[src/tcpw_pkg.sv]
// tcpw_pkg: shared types and constants for the text cell pixel writer
// no dependencies; used by tcpw_ctrl, tcpw_datapath and the top level
`default_nettype none

package tcpw_pkg;

    // configuration register indexes
    localparam logic [1:0] CFG_SCREEN_WIDTH  = 2'd0;
    localparam logic [1:0] CFG_SCREEN_HEIGHT = 2'd1;
    localparam logic [1:0] CFG_TEXT_COLOR    = 2'd2;

    // input action codes
    localparam logic ACT_PUT_CHAR  = 1'b0;
    localparam logic ACT_LOAD_GLYPH = 1'b1;

    localparam logic [6:0]  NEWLINE_CODE = 7'd10;
    localparam logic [9:0]  COL_LIMIT    = 10'd1023;
    localparam logic [12:0] WIDTH_RESET  = 13'd0;
    localparam logic [12:0] HEIGHT_RESET = 13'd0;
    localparam logic [23:0] COLOR_RESET  = 24'hFFFFFF;

    typedef enum logic [2:0] {
        ST_CLEAR,
        ST_IDLE,
        ST_EXEC,
        ST_WRAP_ROW,
        ST_FETCH,
        ST_EMIT
    } state_t;

    // controller to datapath
    typedef struct packed {
        logic clear_step;
        logic capture;
        logic exec_load;
        logic exec_newline;
        logic exec_wrap_col;
        logic exec_wrap_row;
        logic fetch_step;
        logic emit_step;
    } cmd_t;

    // datapath to controller
    typedef struct packed {
        logic clear_done;
        logic is_load;
        logic is_newline;
        logic fetch_done;
        logic cur_bit;
        logic out_free;
        logic pos_last;
    } status_t;

endpackage

`default_nettype wire

[src/tcpw_ctrl.sv]
// tcpw_ctrl: sequencing state machine for the text cell pixel writer
// depends on tcpw_pkg (state_t, cmd_t, status_t)
`default_nettype none

module tcpw_ctrl (
    input  wire logic             aclk,
    input  wire logic             aresetn,
    input  wire logic             s_valid,
    output logic                  s_ready,
    input  wire tcpw_pkg::status_t status,
    output tcpw_pkg::cmd_t        cmd
);

    tcpw_pkg::state_t state_reg;
    tcpw_pkg::state_t state_next;

    // state register
    always_ff @(posedge aclk) begin
        if (!aresetn) begin
            state_reg <= tcpw_pkg::ST_CLEAR;
        end else begin
            state_reg <= state_next;
        end
    end

    // next state and commands
    always_comb begin
        state_next = state_reg;
        cmd        = '0;
        s_ready    = 1'b0;
        case (state_reg)
            tcpw_pkg::ST_CLEAR: begin
                cmd.clear_step = 1'b1;
                if (status.clear_done) begin
                    state_next = tcpw_pkg::ST_IDLE;
                end
            end
            tcpw_pkg::ST_IDLE: begin
                s_ready = 1'b1;
                if (s_valid) begin
                    cmd.capture = 1'b1;
                    state_next  = tcpw_pkg::ST_EXEC;
                end
            end
            tcpw_pkg::ST_EXEC: begin
                if (status.is_load) begin
                    cmd.exec_load = 1'b1;
                    state_next    = tcpw_pkg::ST_IDLE;
                end else if (status.is_newline) begin
                    cmd.exec_newline = 1'b1;
                    state_next       = tcpw_pkg::ST_IDLE;
                end else begin
                    cmd.exec_wrap_col = 1'b1;
                    state_next        = tcpw_pkg::ST_WRAP_ROW;
                end
            end
            tcpw_pkg::ST_WRAP_ROW: begin
                cmd.exec_wrap_row = 1'b1;
                state_next        = tcpw_pkg::ST_FETCH;
            end
            tcpw_pkg::ST_FETCH: begin
                cmd.fetch_step = 1'b1;
                if (status.fetch_done) begin
                    state_next = tcpw_pkg::ST_EMIT;
                end
            end
            tcpw_pkg::ST_EMIT: begin
                // a set bit waits until the output register can take it
                if (!status.cur_bit || status.out_free) begin
                    cmd.emit_step = 1'b1;
                    if (status.pos_last) begin
                        state_next = tcpw_pkg::ST_IDLE;
                    end
                end
            end
            default: begin
                state_next = tcpw_pkg::ST_IDLE;
            end
        endcase
    end

endmodule

`default_nettype wire

[config.mk]
export PLATFORM = sky130hd
export DESIGN_NAME = tcpw_ctrl
export DESIGN_NICKNAME = d
export VERILOG_FILES = /design/src/tcpw_pkg.sv /design/src/tcpw_ctrl.sv
export SDC_FILE = /design/constraint.sdc
export NUM_CORES = 1
export LEC_CHECK = 0
export ABC_AREA = 1
export ABC_CLOCK_PERIOD_IN_PS = 1400
export BUFFER_PORTS_ARGS = -buffer_cell sky130_fd_sc_hd__buf_4
export CAP_MARGIN = 20
export CORE_AREA = 2 2 39 41
export DETAILED_ROUTE_END_ITERATION = 8
export DIE_AREA = 0 0 41 43
export SYNTH_ARGS = -nofsm -noshare
export SYNTH_HDL_FRONTEND = slang
export SYNTH_SLANG_ARGS = --single-unit
[constraint.sdc]
create_clock -name aclk -period 1.4 [get_ports aclk]
set_input_delay 0.14 -clock aclk [delete_from_list [all_inputs] [get_ports aclk]]
set_output_delay 0.14 -clock aclk [all_outputs]
set_load 0.05 [all_outputs]
==> results.sh <==
export IMPL_postSynthAreaPerCell_sq_um=6.15
export IMPL_finalSetupViolCount=0
export IMPL_min_path_type="in -> reg"
export IMPL_yosysWarnings=0
export IMPL_gp_congestion=0.686
export IMPL_io_buffers=18
export IMPL_dp_hpwl_um=585
export IMPL_min_to="state_reg[2]$_SDFFE_PN0P_"
export IMPL_cts_hold_buffers_added=0
export IMPL_grt_pass1_vias=328
export IMPL_grt_pass1_wl_mm=1.15
export IMPL_path_clk_slew_ns=0.04
export IMPL_wl_per_cell_um=8.43
export IMPL_critPathCaptureType="primary output"
export IMPL_initialDrtViolationCount=1
export IMPL_min_path_cells=3
export IMPL_ant_nets=0
export IMPL_post_cts_buffers=0
export IMPL_cts_buffer_depth=2
export IMPL_post_place_ws_ns=0.143
export IMPL_crit_fanout=9
export IMPL_ioPinCount=19
export IMPL_netlist_instances=47
export IMPL_first_pass_iters=3
export IMPL_cp_start_kind="register"
export IMPL_cts_root_buf="clkbuf_4"
export IMPL_drc_errors=0
export IMPL_row_count=14
export IMPL_grt_antenna_before_repair=0
export IMPL_cts_made_buffers=3
export IMPL_cts_tree="built"
export IMPL_grt_max_degree=10
export IMPL_n_antenna_cell=0
export IMPL_drt_total_wl_um=708
export IMPL_post_route_period_util=0.924
export IMPL_power_density_mw_per_mm2=2080
export IMPL_cap_violations=0
export IMPL_layout_commonest_cell="buf_4"
export IMPL_routed_via_density=3.94
export IMPL_worst_slack_ns=0.106
export IMPL_tightest_slew_ns=0.195
export IMPL_clock_sinks=3
export IMPL_die_h_um=43
export IMPL_netlist_area_sq_um=289
export IMPL_start_util=0.209
export IMPL_synth_seq_cells=3
export IMPL_final_hold_viol_count=0
export IMPL_ir_drop_mv=0.896
export IMPL_grt_use_total=0.0962
export IMPL_synth_cell_types=16
export IMPL_final_cell_mix="buf_4 (17), nor2_2 (10), inv_1 (6), nand2_1 (6), nand2_2 (4)"
export IMPL_slew_headroom=0.869
export IMPL_gr_total_overflow=0
export IMPL_rr_startpoint="state_reg[1]$_SDFFE_PN0P_"
export IMPL_r2r_slack_ns=0.32
export IMPL_crit_arrival_ns=1.15
export IMPL_skew_ns=0.00122
export IMPL_drive_gt1_frac=0.647
export IMPL_max_freq_ghz=0.773
export IMPL_yosysSeqAreaShare=0.208
export IMPL_r2r_end="state_reg[2]$_SDFFE_PN0P_"
export IMPL_rsz0062_at_grt="no"
export IMPL_core_area_sq_mm=0.00138
export IMPL_critPathKind="reg -> out"
export IMPL_area_delta_synth_final_pct=68.8
export IMPL_reg2regPathDepth=9
export IMPL_largest_reg_flops=3
export IMPL_status="finished, final reports clean"
export IMPL_h_tree_depth=1
export IMPL_clk_latency_ns=0.23
export IMPL_die_x_um=41
export IMPL_required_ns=1.26
export IMPL_period_needed_ns=1.29
export IMPL_p_leak_nw=0.244
export IMPL_finalNetCount=79
export IMPL_fin_util=0.353
export IMPL_hold_start="aresetn"
export IMPL_drv_slew=0
export IMPL_num_vias=331
export IMPL_synth_nets=57
export IMPL_dieArea_sq_mm=0.00176
export IMPL_finalSetupTns_ns=0
==> where the power goes <==
group	internal (W)	leakage, nW	total (W)	switching, W
Combinational	0.000215	0.203	0.000677	0.000462
Sequential	0.000128	0.0256	0.000188	0.0000599
Clock	0.000107	0.0150	0.000149	0.0000426
Total	0.000449	0.244	0.00101	0.000565
==> cell families (layout without fill, tap and decap cells) <==
kind of cell | count (synthesis) | in the layout | share of synthesized area
flip-flops | 3 | 3 | 0.208
AND/OR/NAND/NOR | 32 | 32 | 0.602
AO/OA/AOI/OAI | 2 | 2 | 0.0346
buffers and inverters | 10 | 31 | 0.156
==> through the flow <==
| step | hold WS [ns] | instance area (sq um) | total power, W | instances |
|---|---|---|---|---|
| floorplan | 0.267 | 304 | 0.000707 | 47 |
| global placement | 0.393 | 448 | 0.000842 | 80 |
| detailed placement | 0.396 | 448 | 0.000845 | 80 |
| CTS | 0.151 | 475 | 0.00101 | 84 |
| global route | 0.184 | 488 | 0.00109 | 84 |
| finish | 0.158 | 488 | 0.00101 | 84 |
==> synth_stat cells <==
| library cell | n | area, sq um |
|---|---|---|
| nand2_2 | 3 | 18.8 |
| inv_1 | 6 | 22.5 |
| nor2_4 | 1 | 11.3 |
| nor3_2 | 2 | 20.0 |
| nand2_1 | 7 | 26.3 |
| dfxtp_1 | 3 | 60.1 |
| o21ai_1 | 1 | 5.00 |
| nand3_1 | 2 | 10.0 |
| nor2_2 | 5 | 31.3 |
| buf_6 | 1 | 11.3 |
| nor3_1 | 1 | 5.00 |
| a21oi_1 | 1 | 5.00 |
| and2_1 | 1 | 6.26 |
| inv_2 | 3 | 11.3 |
| nand3b_1 | 2 | 15.0 |
| nor2_1 | 8 | 30.0 |
==> layer usage <==
| metal | GRT usage | share of wire | vias to the layer above |
|---|---|---|---|
| li1 | - | - | 184 |
| met1 | 0.102 | 0.42 | 137 |
| met2 | 0.153 | 0.51 | 10 |
| met3 | 0.0157 | 0.073 | 0 |
| met4 | 0.0800 | 0 | 0 |
| met5 | 0 | 0 | - |
==> final cells by class <==
cell class,count,area (sq um)
repair buffers,18,139
multi-input cells,34,204
flip-flops and latches,3,65.1
well taps,16,20.0
fillers,161,896
inverters,9,33.8
clock buffers,4,26.3
==> how the worst max path moves through the flow <==
| stage | from | depth (start not counted) | endpoint | slack (ns) |
|---|---|---|---|---|
| after CTS | state_reg[0]$_SDFFE_PN0P_ | 4 | cmd[0] | 0.01 |
| after global routing | state_reg[1]$_SDFFE_PN0P_ | 5 | cmd[0] | 0.003 |
| after detailed placement | state_reg[2]$_SDFFE_PN0P_ | 7 | state_reg[2]$_SDFFE_PN0P_ | 0.14 |
| after floorplan | state_reg[2]$_SDFFE_PN0P_ | 6 | state_reg[2]$_SDFFE_PN0P_ | -0.09 |
| after global placement | state_reg[2]$_SDFFE_PN0P_ | 7 | state_reg[2]$_SDFFE_PN0P_ | 0.15 |
| final | state_reg[2]$_SDFFE_PN0P_ | 4 | cmd[3] | 0.11 |
==> worst max-delay path, cell delays in order, from the launching register on <==
cell,delay [ns]
dfxtp_4,0.37
nor3_2,0.17
nand2_1,0.08
nor2_2,0.12
buf_6,0.17
==> repair_timing <==
item / 4_1_cts / 5_1_grt
endpoints found under the setup margin: 2 / 2
cloned: 0 / 0
gates resized for setup: 1 / 5
endpoints found under the hold margin: 0 / 0
Power figures use the tool's default switching activity.
